## config.mk

```make
export PLATFORM = sky130hd
export DESIGN_NAME = button_pattern_record_replay
export DESIGN_NICKNAME = d
export VERILOG_FILES = /design/src/hw/rtl/bprr_pkg.sv /design/src/hw/rtl/bprr_front.sv /design/src/hw/rtl/bprr_queue.sv /design/src/hw/rtl/bprr_back.sv /design/src/hw/rtl/button_pattern_record_replay.sv
export SDC_FILE = /design/constraint.sdc
export NUM_CORES = 1
export LEC_CHECK = 0
export BUFFER_PORTS_ARGS = -buffer_cell sky130_fd_sc_hd__buf_2
export CORE_UTILIZATION = 39
export DETAILED_ROUTE_END_ITERATION = 10
export PLACE_DENSITY = 0.56
export SLEW_MARGIN = 10
export SYNTH_ARGS = -nofsm -noshare
export SYNTH_HDL_FRONTEND = slang
export SYNTH_SLANG_ARGS = --single-unit
```

## constraint.sdc

```tcl
create_clock -name clk -period 9.42 [get_ports clk]
set_input_delay 1.413 -clock clk [delete_from_list [all_inputs] [get_ports clk]]
set_output_delay 1.413 -clock clk [all_outputs]
set_load 0.005 [all_outputs]
```

## src/hw/rtl/bprr_pkg.sv

```systemverilog
// Shared types and constants for the button pattern record and replay block.
package bprr_pkg;

    localparam int DEPTH_DEF       = 64;
    localparam int COUNT_WIDTH_DEF = 16;

    localparam int CFG_W     = 16;
    localparam int CFG_IDX_W = 1;

    localparam logic [CFG_IDX_W-1:0] REG_IDLE_TIMEOUT = 1'b0;
    localparam logic [CFG_IDX_W-1:0] REG_FINAL_GAP    = 1'b1;

    localparam logic [CFG_W-1:0] IDLE_TIMEOUT_RST = 16'd676;
    localparam logic [CFG_W-1:0] FINAL_GAP_RST    = 16'd100;

    localparam int QUEUE_DEPTH = 2;
    localparam int QUEUE_PTR_W = 1;
    localparam int QUEUE_CNT_W = 2;

    // Button level change seen on one tick.
    typedef enum logic [1:0] {
        EV_HOLD,
        EV_RISE,
        EV_FALL
    } event_t;

    typedef enum logic [0:0] {
        BK_IDLE,
        BK_PLAY
    } back_state_t;

    typedef struct packed {
        logic [CFG_W-1:0] idle_timeout;
        logic [CFG_W-1:0] final_gap;
    } cfg_t;

endpackage

```

## src/hw/rtl/bprr_front.sv

```systemverilog
// Front end: accepts button words and classifies them as press, release or hold.
module bprr_front (
    input  logic            clk,
    input  logic            rst_n,
    input  logic            tick_valid,
    output logic            tick_ready,
    input  logic            button_pressed,
    output logic            push_valid,
    input  logic            push_ready,
    output bprr_pkg::event_t push_event
);
    import bprr_pkg::*;

    logic last_pressed_reg;
    logic last_pressed_next;

    assign tick_ready = push_ready;
    assign push_valid = tick_valid;

    always_comb
    begin
        last_pressed_next = last_pressed_reg;
        if (tick_valid && push_ready)
        begin
            last_pressed_next = button_pressed;
        end
        if (!last_pressed_reg && button_pressed)
        begin
            push_event = EV_RISE;
        end
        else if (last_pressed_reg && !button_pressed)
        begin
            push_event = EV_FALL;
        end
        else
        begin
            push_event = EV_HOLD;
        end
    end

    // The level before the first word counts as pressed.
    always_ff @(posedge clk or negedge rst_n)
    begin
        if (!rst_n)
        begin
            last_pressed_reg <= 1'b1;
        end
        else
        begin
            last_pressed_reg <= last_pressed_next;
        end
    end

endmodule

```

## src/hw/rtl/bprr_queue.sv

```systemverilog
// Short event queue between the front end and the back end.
module bprr_queue (
    input  logic             clk,
    input  logic             rst_n,
    input  logic             push_valid,
    output logic             push_ready,
    input  bprr_pkg::event_t push_event,
    output logic             pop_valid,
    input  logic             pop_ready,
    output bprr_pkg::event_t pop_event
);
    import bprr_pkg::*;

    event_t                 slot_reg [QUEUE_DEPTH];
    logic [QUEUE_PTR_W-1:0] wr_ptr_reg;
    logic [QUEUE_PTR_W-1:0] rd_ptr_reg;
    logic [QUEUE_CNT_W-1:0] count_reg;
    logic [QUEUE_CNT_W-1:0] count_next;
    logic                   push;
    logic                   pop;

    assign push_ready = (count_reg != QUEUE_CNT_W'(QUEUE_DEPTH));
    assign pop_valid  = (count_reg != '0);
    assign pop_event  = slot_reg[rd_ptr_reg];
    assign push       = push_valid && push_ready;
    assign pop        = pop_valid && pop_ready;

    always_comb
    begin
        count_next = count_reg;
        if (push && !pop)
        begin
            count_next = count_reg + QUEUE_CNT_W'(1);
        end
        else if (pop && !push)
        begin
            count_next = count_reg - QUEUE_CNT_W'(1);
        end
    end

    always_ff @(posedge clk or negedge rst_n)
    begin
        if (!rst_n)
        begin
            wr_ptr_reg <= '0;
            rd_ptr_reg <= '0;
            count_reg  <= '0;
        end
        else
        begin
            count_reg <= count_next;
            if (push)
            begin
                wr_ptr_reg <= wr_ptr_reg + QUEUE_PTR_W'(1);
            end
            if (pop)
            begin
                rd_ptr_reg <= rd_ptr_reg + QUEUE_PTR_W'(1);
            end
        end
    end

    always_ff @(posedge clk)
    begin
        if (push)
        begin
            slot_reg[wr_ptr_reg] <= push_event;
        end
    end

endmodule

```

## src/hw/rtl/bprr_back.sv

```systemverilog
// Back end: recording and playback sequencer with the duration memory and LED word register.
module bprr_back #(
    parameter int DEPTH       = bprr_pkg::DEPTH_DEF,
    parameter int COUNT_WIDTH = bprr_pkg::COUNT_WIDTH_DEF
) (
    input  logic             clk,
    input  logic             rst_n,
    input  bprr_pkg::cfg_t   cfg,
    input  logic             q_valid,
    output logic             q_ready,
    input  bprr_pkg::event_t q_event,
    output logic             led_valid,
    input  logic             led_ready,
    output logic             green_led,
    output logic             red_led
);
    import bprr_pkg::*;

    localparam int AW    = (DEPTH > 1) ? $clog2(DEPTH) : 1;
    localparam int WSW   = $clog2(DEPTH + 1);
    localparam int RSW   = $clog2(DEPTH + 3);
    localparam int CW    = COUNT_WIDTH;
    localparam int CMP_W = (COUNT_WIDTH > CFG_W) ? COUNT_WIDTH : CFG_W;
    localparam logic [CW-1:0] CNT_MAX = '1;

    logic [CW-1:0] mem [DEPTH];
    logic [CW-1:0] rdata_reg;
    logic          oob_reg;

    back_state_t   state_reg, state_next;
    logic          play_reg, play_next;
    logic [CW-1:0] run_reg, run_next;
    logic          started_reg, started_next;
    logic [WSW-1:0] wr_slot_reg, wr_slot_next;
    logic          held_reg, held_next;
    logic          rel_reg, rel_next;
    logic [RSW-1:0] rd_slot_reg, rd_slot_next;
    logic [CW-1:0] remain_reg, remain_next;
    logic [WSW-1:0] entries_reg, entries_next;
    logic          green_reg, green_next;
    logic          out_valid_reg;
    logic          out_green_reg;
    logic          out_red_reg;

    logic          can_emit;
    logic          emit;
    logic          rd_en;
    logic          wr_en;
    logic [CW-1:0] wr_data;
    logic          wr_ok;
    logic [CW-1:0] run_inc;
    logic [CW-1:0] gap_sat;
    logic [CMP_W-1:0] gap_ext;
    logic [CW-1:0] dur;
    logic          load;

    assign can_emit  = !out_valid_reg || led_ready;
    assign led_valid = out_valid_reg;
    assign green_led = out_green_reg;
    assign red_led   = out_red_reg;

    assign wr_ok   = started_reg && (wr_slot_reg < WSW'(DEPTH));
    assign run_inc = (run_reg == CNT_MAX) ? CNT_MAX : run_reg + CW'(1);
    assign gap_ext = CMP_W'(cfg.final_gap);
    assign gap_sat = (gap_ext > CMP_W'(CNT_MAX)) ? CNT_MAX : gap_ext[CW-1:0];
    assign dur     = oob_reg ? '0 : rdata_reg;
    assign load    = (rd_slot_reg == '0) || (remain_reg <= CW'(1));

    always_comb
    begin
        state_next   = state_reg;
        play_next    = play_reg;
        run_next     = run_reg;
        started_next = started_reg;
        wr_slot_next = wr_slot_reg;
        held_next    = held_reg;
        rel_next     = rel_reg;
        rd_slot_next = rd_slot_reg;
        remain_next  = remain_reg;
        entries_next = entries_reg;
        green_next   = green_reg;
        q_ready      = 1'b0;
        emit         = 1'b0;
        rd_en        = 1'b0;
        wr_en        = 1'b0;
        wr_data      = run_inc;

        case (state_reg)
            BK_IDLE:
            begin
                if (q_valid && play_reg)
                begin
                    // Playback needs the stored duration first.
                    q_ready    = 1'b1;
                    rd_en      = 1'b1;
                    state_next = BK_PLAY;
                end
                else if (q_valid && can_emit)
                begin
                    q_ready = 1'b1;
                    emit    = 1'b1;
                    if (q_event == EV_RISE)
                    begin
                        held_next  = 1'b1;
                        rel_next   = 1'b0;
                        green_next = !green_reg;
                        if (started_reg)
                        begin
                            wr_en   = wr_ok;
                            wr_data = run_reg;
                            run_next = CW'(1);
                            if (wr_slot_reg < WSW'(DEPTH))
                            begin
                                wr_slot_next = wr_slot_reg + WSW'(1);
                            end
                        end
                        else
                        begin
                            run_next     = run_inc;
                            started_next = 1'b1;
                            wr_slot_next = '0;
                        end
                    end
                    else if (q_event == EV_FALL && (started_reg || run_reg != '0))
                    begin
                        held_next  = 1'b0;
                        rel_next   = 1'b1;
                        wr_en      = wr_ok;
                        wr_data    = run_inc;
                        green_next = !green_reg;
                        run_next   = '0;
                        if (!started_reg)
                        begin
                            started_next = 1'b1;
                            wr_slot_next = '0;
                        end
                        else if (wr_slot_reg < WSW'(DEPTH))
                        begin
                            wr_slot_next = wr_slot_reg + WSW'(1);
                        end
                    end
                    else if (held_reg || rel_reg)
                    begin
                        run_next = run_inc;
                        if ((CMP_W'(run_inc) >= CMP_W'(cfg.idle_timeout)) && !held_reg &&
                            started_reg)
                        begin
                            // Released long enough: close the recording with the gap entry.
                            entries_next = wr_slot_reg;
                            wr_en        = wr_ok;
                            wr_data      = gap_sat;
                            run_next     = '0;
                            play_next    = 1'b1;
                        end
                    end
                    else
                    begin
                        run_next = '0;
                    end
                end
            end
            BK_PLAY:
            begin
                if (can_emit)
                begin
                    emit       = 1'b1;
                    state_next = BK_IDLE;
                    if (load)
                    begin
                        remain_next  = (dur == '0) ? CW'(1) : dur;
                        rd_slot_next = rd_slot_reg + RSW'(1);
                        green_next   = !green_reg;
                    end
                    else
                    begin
                        remain_next = remain_reg - CW'(1);
                    end
                    // One past the gap entry ends playback and rearms recording.
                    if (rd_slot_next == RSW'(entries_reg) + RSW'(2))
                    begin
                        play_next    = 1'b0;
                        run_next     = '0;
                        started_next = 1'b0;
                        wr_slot_next = '0;
                        held_next    = 1'b0;
                        rel_next     = 1'b0;
                        rd_slot_next = '0;
                        remain_next  = '0;
                        entries_next = '0;
                        green_next   = 1'b0;
                    end
                end
            end
            default:
            begin
                state_next = BK_IDLE;
            end
        endcase
    end

    always_ff @(posedge clk or negedge rst_n)
    begin
        if (!rst_n)
        begin
            state_reg     <= BK_IDLE;
            play_reg      <= 1'b0;
            run_reg       <= '0;
            started_reg   <= 1'b0;
            wr_slot_reg   <= '0;
            held_reg      <= 1'b0;
            rel_reg       <= 1'b0;
            rd_slot_reg   <= '0;
            remain_reg    <= '0;
            entries_reg   <= '0;
            green_reg     <= 1'b0;
            out_valid_reg <= 1'b0;
        end
        else
        begin
            state_reg   <= state_next;
            play_reg    <= play_next;
            run_reg     <= run_next;
            started_reg <= started_next;
            wr_slot_reg <= wr_slot_next;
            held_reg    <= held_next;
            rel_reg     <= rel_next;
            rd_slot_reg <= rd_slot_next;
            remain_reg  <= remain_next;
            entries_reg <= entries_next;
            green_reg   <= green_next;
            if (emit)
            begin
                out_valid_reg <= 1'b1;
            end
            else if (led_ready)
            begin
                out_valid_reg <= 1'b0;
            end
        end
    end

    always_ff @(posedge clk)
    begin
        if (emit)
        begin
            out_green_reg <= green_next;
            out_red_reg   <= !play_next;
        end
    end

    // Duration memory: one write port for recording, one registered read port for playback.
    always_ff @(posedge clk)
    begin
        if (wr_en)
        begin
            mem[wr_slot_reg[AW-1:0]] <= wr_data;
        end
        if (rd_en)
        begin
            rdata_reg <= mem[rd_slot_reg[AW-1:0]];
            oob_reg   <= !(rd_slot_reg < RSW'(DEPTH));
        end
    end

endmodule

```

## src/hw/rtl/button_pattern_record_replay.sv

```systemverilog
// Top level of the button pattern recorder and replayer.
//
// Each button word is one tick and yields one LED word. While recording, the
// sustained rate is one word per cycle unless the LED output stalls; in playback
// a word first reads the duration memory (registered read) and then updates the
// countdown, and no new word is taken until its LED word is emitted. A two-entry
// queue sits between the edge classifier and the sequencer and holds new words
// while an LED word waits in the output register. The duration memory has DEPTH
// entries of COUNT_WIDTH bits and needs no clearing after reset. Configuration is
// to be written only while the block is idle; the block itself does not enforce it.
module button_pattern_record_replay #(
    parameter int DEPTH       = bprr_pkg::DEPTH_DEF,
    parameter int COUNT_WIDTH = bprr_pkg::COUNT_WIDTH_DEF
) (
    input  logic                           clk,
    input  logic                           rst_n,
    input  logic                           tick_valid,
    output logic                           tick_ready,
    input  logic                           button_pressed,
    output logic                           led_valid,
    input  logic                           led_ready,
    output logic                           green_led,
    output logic                           red_led,
    input  logic                           cfg_we,
    input  logic [bprr_pkg::CFG_IDX_W-1:0] cfg_index,
    input  logic [bprr_pkg::CFG_W-1:0]     cfg_data
);
    import bprr_pkg::*;

    cfg_t   cfg_reg;
    cfg_t   cfg_next;
    logic   push_valid;
    logic   push_ready;
    event_t push_event;
    logic   pop_valid;
    logic   pop_ready;
    event_t pop_event;

    always_comb
    begin
        cfg_next = cfg_reg;
        if (cfg_we)
        begin
            case (cfg_index)
                REG_IDLE_TIMEOUT: cfg_next.idle_timeout = cfg_data;
                REG_FINAL_GAP:    cfg_next.final_gap    = cfg_data;
                default:          cfg_next = cfg_reg;
            endcase
        end
    end

    always_ff @(posedge clk or negedge rst_n)
    begin
        if (!rst_n)
        begin
            cfg_reg.idle_timeout <= IDLE_TIMEOUT_RST;
            cfg_reg.final_gap    <= FINAL_GAP_RST;
        end
        else
        begin
            cfg_reg <= cfg_next;
        end
    end

    bprr_front u_front (
        .clk            (clk),
        .rst_n          (rst_n),
        .tick_valid     (tick_valid),
        .tick_ready     (tick_ready),
        .button_pressed (button_pressed),
        .push_valid     (push_valid),
        .push_ready     (push_ready),
        .push_event     (push_event)
    );

    bprr_queue u_queue (
        .clk        (clk),
        .rst_n      (rst_n),
        .push_valid (push_valid),
        .push_ready (push_ready),
        .push_event (push_event),
        .pop_valid  (pop_valid),
        .pop_ready  (pop_ready),
        .pop_event  (pop_event)
    );

    bprr_back #(
        .DEPTH       (DEPTH),
        .COUNT_WIDTH (COUNT_WIDTH)
    ) u_back (
        .clk       (clk),
        .rst_n     (rst_n),
        .cfg       (cfg_reg),
        .q_valid   (pop_valid),
        .q_ready   (pop_ready),
        .q_event   (pop_event),
        .led_valid (led_valid),
        .led_ready (led_ready),
        .green_led (green_led),
        .red_led   (red_led)
    );

endmodule

```

==> out/results.tsv, run 1 <==
metric	value	unit
status	complete, no violations	
worst setup margin	2.61	ns
vias in the first global route	23200	
RD Place Congestion	0.854	
clk sinks	1144	
post-synthesis register bit count	1144	
CP required	9.73	ns
Max Buffers Root-to-Sink	3	
synth unique cells	61	
Hold Fails Final Rpt	0	
Crit. End Element	register	
Tcrit/Tclk final	0.723	
routed len/inst	27.6	um
reg2reg path depth	15	
Post-Route WL	112	mm
fraction of layout cells with a size suffix above 1	0.273	
Critical Path Source	u_back.run_reg[0]	
ys flop type	edfxtp_1	
r2r endpoint	u_back.mem[35][8]	
worst skew pair latency	0.70	ns
critical path class	reg2reg	
Clock Skew	0.0256	ns
worst-path fanout max	64	
Routed Antenna Nets	0	
crit path capture	u_back.mem[35][8]	
DRT Pass-1 Iters	5	
All-Layer GR Usage	0.189	
CTS root buf	clkbuf_16	
Ys Warns	0	
worst hold path type	reg2reg	
via/cell ratio	5.63	
non-filler cells, final	4072	
Die Y	345	um
vias post-DR	22900	
core area	0.117	mm2
Place WS	2.83	ns
setup TNS	0	ns
RSZ-0062 raised after global routing	no	
min cycle time layout	6.81	ns
initial antenna violation count	2	
maximum vdd drop	0.173	mV
Post-Route Utilization	0.451	
LEAKAGE	17.4	nW
Std-Cell Rows	125	
area grow syn2layout	14.2	%
hold_buf cts	0	
crit start category	register	
Die ar.	0.119	mm2
post-synthesis cell count	2326	
worst slew pin tran	1.30	ns
Max Transition Viols Final	0	
Mapped Avg Cell Area	19.8	um2
setup bufs post-CTS	0	
R2R Setup Slk	2.61	ns
largest net degree at the start of global routing	97	
Post-CTS Resized	0	
power per cell area	228	mW/mm2
placed cell count	3849	
max-cap violation count	0	
CTS clock-pin slew for the worst setup and hold paths	0.06	ns
Layout Nets	2493	
GR Overflow Total	0	
max FFs per register	1024	
slew margin rel.	0.136	
EDFF count, synth	1047	
TritonCTS clock tree	done	
Netlist Area Pre-Place	0.0460	mm2
H-Tree Depth	3	
register area share after synthesis	0.736	
HPWL Detailed	66.0	mm
RR Startpoint	u_back.run_reg[0]	
arrival time worst endpoint	7.12	ns
IO Count	27	
asr flop ratio synth	0.0848	
IO Port Bufs	26	
# DRC	0	
DIE WIDTH	345	um
first-pass GRT wire length	164	mm
fmax	0.147	GHz
Initial Utilization	0.395	
Setup Viol. Count Final	0	
hold slack	0.506	ns
CTS buffer count	118	
Syn Nets	2374	
initial DRC count	1993	
==> cell families after synthesis <==
kind of cell / count (synthesis) / share of synthesized area
AO/OA/AOI/OAI: 229 / 0.0318
XOR/XNOR: 30 / 0.00601
adder cells (fa/ha/maj): 25 / 0.00680
buffers and inverters: 175 / 0.0148
flip-flops: 1144 / 0.736
multiplexers: 357 / 0.167
AND/OR/NAND/NOR: 366 / 0.0373
==> layout by cell type (no fill, tap or decap), drive strengths merged, types with 6 or more instances in the layout <==
| cell type | n |
|---|---|
| clkinv | 53 |
| dfrtp | 89 |
| xnor2 | 16 |
| nor4 | 15 |
| nand2 | 109 |
| a31oi | 29 |
| a21oi | 38 |
| a22oi | 7 |
| ha | 25 |
| and3 | 13 |
| nand4 | 6 |
| nor2 | 111 |
| buf | 124 |
| clkbuf | 146 |
| mux4 | 326 |
| inv | 54 |
| bufinv | 14 |
| mux2 | 23 |
| edfxtp | 1047 |
| o211ai | 6 |
| o21ai | 59 |
| nor3 | 16 |
| nand3 | 35 |
| mux2i | 8 |
| o22ai | 29 |
| o31ai | 6 |
| nor2b | 11 |
| or3 | 7 |
| xor2 | 13 |
| dfstp | 8 |
| and2 | 10 |
| nand2b | 13 |
| a21o | 9 |
| a22o | 16 |
==> layout make-up <==
type | count | area (um2)
clock buffers | 146 | 3210
clock inverters | 75 | 746
repair buffers | 124 | 893
flip-flops and latches | 1144 | 33900
well taps | 1524 | 1910
fillers | 9747 | 64000
multi-input cells | 1007 | 11700
inverters | 50 | 188
diodes | 2 | 5.00
==> synth_stat cells, types with 13 or more instances <==
library cell	number	area, um2
nor4_1	15	93.8
and3_1	13	81.3
nand2_1	109	409
xnor2_1	16	140
inv_1	50	188
nand2b_1	13	81.3
buf_1	21	78.8
nor2_1	111	417
a21oi_1	38	190
a22o_1	16	140
dfrtp_1	89	2230
mux4_2	326	7340
a31oi_1	29	181
ha_1	25	313
xor2_1	13	114
edfxtp_1	1047	31400
clkbuf_1	93	349
nor3_1	16	80.1
o21ai_0	59	295
mux2_2	23	259
nand3_1	34	170
o22ai_1	29	181
==> worst min path at each step <==
| stage | endpoint | startpoint | slack (ns) | cells past startpoint |
|---|---|---|---|---|
| after global placement | u_queue.wr_ptr_reg | u_queue.wr_ptr_reg | 0.48 | 1 |
| after global routing | u_queue.wr_ptr_reg | u_queue.wr_ptr_reg | 0.52 | 1 |
| after CTS | u_queue.count_reg[1] | u_queue.count_reg[1] | 0.51 | 1 |
| after detailed placement | u_queue.count_reg[1] | u_queue.count_reg[1] | 0.49 | 1 |
| final | u_queue.count_reg[1] | u_queue.count_reg[1] | 0.51 | 1 |
| after floorplan | u_queue.wr_ptr_reg | u_queue.wr_ptr_reg | 0.46 | 1 |
==> through the flow <==
step                      total power [mW]  cell area (um2)
final                                 12.0            52500
after global routing                  12.4            52500
after detailed placement              7.35            48600
after floorplan                       6.82            46000
after CTS                             12.1            52500
after global placement                7.29            48600
==> critical path: stages (launching register included) <==
cell,delay [ns]
dfrtp_1,0.47
ha_1,0.24
nand3_1,0.18
nor2_1,0.48
nand3_1,0.77
and2_1,0.44
inv_1,0.09
ha_1,0.14
nand2_1,0.07
nor3_1,0.39
nand4_1,0.15
o211ai_1,0.33
nand2_1,0.24
or2_2,0.39
a21oi_1,0.80
o221a_2,1.19
==> report_power, final <==
part           internal, mW  total (mW)  switching (mW)
Sequential             6.08        6.14          0.0631
Clock                  2.79        4.74            1.94
Combinational         0.215        1.09           0.872
==> layer usage <==
metal,GRT usage,vias up,routed length [um],share of wire
met5,0,-,13,0.00012
met4,0.0563,2,2700,0.024
met3,0.0293,145,6230,0.055
met2,0.299,666,54000,0.48
met1,0.270,12300,49600,0.44
li1,-,9796,-,-
No activity file was read; power rests on OpenSTA's default activity.
==> inputs of run 2 (changes only) <==
Settings changed: ABC_AREA set to 1, PLACE_DENSITY 0.56 to 0.58.
Clock period 9.42 ns to 6.2 ns, I/O delays scaled along.
==> run 2 against run 1 <==
Power increased by 110%. Count of clock-buffer cells in the layout rose by 1. Critical path depth is 10 higher. Maximum frequency is 26% higher. Synthesized cell count increased by 67%. First-iteration DRC count rose by 56%. Flip-flop and latch count stayed put. Via count grew 37%. Register-to-register slack lost 1.8 ns. Highest routed layer is now met4.
==> out/results.tsv, run 2 <==
metric	value	unit
status	complete, no violations	
routed len/inst	23.3	um
worst skew pair latency	0.72	ns
CTS buffer count	114	
HPWL Detailed	76.4	mm
synth top area cells	edfxtp_1, o21ai_0, nor2_1	
fraction of layout cells with a size suffix above 1	0.103	
critical path class	reg2reg	
register area share after synthesis	0.717	
Overall Power	24.6	mW
Sw Pwr	9.37	mW
LEAKAGE	18.5	nW
Setup Viol. Count Final	0	
Ys Warns	0	
worst-path fanout max	37	
Max Buffers Root-to-Sink	3	
R2R Setup Slk	0.81	ns
most frequent CP cell	nand2_1	
clk sinks	1144	
Clock Skew	0.0397	ns
ys flop type	edfxtp_1	
Yosys top cell by area	edfxtp_1	
Crit. End Element	register	
Die ar.	0.123	mm2
initial DRC count	3111	
post-synthesis cell count	3896	
family with the most delay on the worst path	simple AND/OR/NAND/NOR gates	
TritonCTS clock tree	done	
max-cap violation count	0	
Tcrit/Tclk final	0.870	
leading cell type in the layout, fill and taps excluded	edfxtp_1	
CTS root buf	clkbuf_16	
Syn Nets	3944	
via/cell ratio	5.56	
switching part of the total	0.381	
Buf+Inv Stages, Crit Path	3	
clock power share	0.273	
core area	0.120	mm2
DRT Pass-1 Iters	5	
RD Place Congestion	0.884	
hold_buf cts	0	
worst hold path type	in2async	
Flop pwr share	0.398	
Netlist Area Pre-Place	0.0473	mm2
All-Layer GR Usage	0.213	
most instantiated cells after synthesis	edfxtp_1, nor2_1, o21ai_0	
most frequent cells in the layout	edfxtp_1, nor2_1, o21ai_0	
Post-Route WL	131	mm
Layout Nets	3966	
CP required	6.64	ns
ANT cells	0	
slew margin rel.	0.259	
maximum vdd drop	0.335	mV
CTS clock-pin slew for the worst setup and hold paths	0.06	ns
Die Y	350	um
GR Overflow Total	0	
Int Power	15.2	mW
Synth top area share	0.665	
placed cell count	5414	
H-Tree Depth	3	
area grow syn2layout	12.8	%
Initial Utilization	0.394	
asr flop ratio synth	0.0848	
vias in the first global route	30100	
Hold Fails Final Rpt	0	
Std-Cell Rows	127	
IO Count	27	
power share of the combinational group	0.328	
setup bufs post-CTS	0	
DIE WIDTH	350	um
first-pass GRT wire length	196	mm
max FFs per register	1024	
Routed Antenna Nets	0	
# DRC	0	
arrival time worst endpoint	5.83	ns
power per cell area	461	mW/mm2
min cycle time layout	5.39	ns
IO Port Bufs	26	
fmax	0.185	GHz
synth unique cells	58	
non-filler cells, final	5628	
slowest CP cell	nor2_1	
CP max stage delay	0.61	ns
post-synthesis register bit count	1144	
setup TNS	0	ns
hold slack	0.378	ns
largest net degree at the start of global routing	175	
crit start category	register	
worst slew pin tran	1.11	ns
initial antenna violation count	1	
RSZ-0062 raised after global routing	no	
Mapped Avg Cell Area	12.1	um2
most numerous cell in the Yosys netlist	edfxtp_1	
vias post-DR	31300	
Max Transition Viols Final	0	
Post-CTS Resized	0	
EDFF count, synth	1047	
## run 2: cell count changes in the layout (fill, tap and decap cells not counted), moves of 23 or more
cell,delta
o221ai_1,+73
nor2_1,+523
o22ai_1,+157
o211ai_1,+35
nand3_1,+84
o21ai_0,+567
nand2_1,+295
mux4_2,-326
mux2_2,-23
inv_1,+65
nor2_2,+24
## run 2: power by group through the flow
stage	Sequential, mW	Combinational [mW]	Clock (mW)
4_1_cts	9.79	8.08	6.83
6_report	9.80	8.08	6.72
2_1_floorplan	9.78	4.92	0
3_5_place_dp	9.95	8.06	0
3_3_place_gp	9.95	7.99	0
5_1_grt	9.83	8.77	7.13
## run 2: layout make-up
cell class / count / area [um2]
fillers: 10900 / 66700
flip-flops and latches: 1144 / 33900
multi-input cells: 2378 / 12000
clock buffers: 147 / 3040
well taps: 1612 / 2020
repair buffers: 153 / 1250
clock inverters: 67 / 591
inverters: 127 / 492
## run 2: final timing paths
path,to,cells after the start,startpoint
max in group asynchronous,u_back.rd_slot_reg[1],2,rst_n
setup / recovery,u_back.mem[19][7],25,u_back.run_reg[0]
hold reg to reg,cfg_reg[28],2,cfg_reg[28]
setup reg to reg,u_back.mem[19][7],25,u_back.run_reg[0]
min in group clk,cfg_reg[23],3,cfg_data[7]
hold / removal,cfg_reg[3],1,rst_n
## run 2: stage by stage
stage                     worst slack, ns  utilization  cell area, um2
after floorplan                    0.0196            -           47300
after global placement              0.901        0.414           49700
after detailed placement            0.857        0.414           49700
after CTS                           0.838        0.444           53300
after global routing                0.270        0.444           53300
final                               0.809        0.444           53300
## run 2: cell families (layout without fill, tap and decap cells)
logic type | after synthesis | count (layout) | synth area share
AO/OA/AOI/OAI | 1068 | 1068 | 0.131
buffers and inverters | 374 | 494 | 0.0313
XOR/XNOR | 28 | 28 | 0.00519
multiplexers | 2 | 2 | 0.000424
flip-flops | 1144 | 1144 | 0.717
adder cells (fa/ha/maj) | 25 | 25 | 0.00662
AND/OR/NAND/NOR | 1255 | 1255 | 0.109
## run 2: layer usage
layer	track usage	wire, um	vias up
met5	0	0	-
met4	0.0742	4190	0
met3	0.0301	9040	210
met2	0.337	60900	1097
met1	0.300	56900	15700
li1	-	-	14300
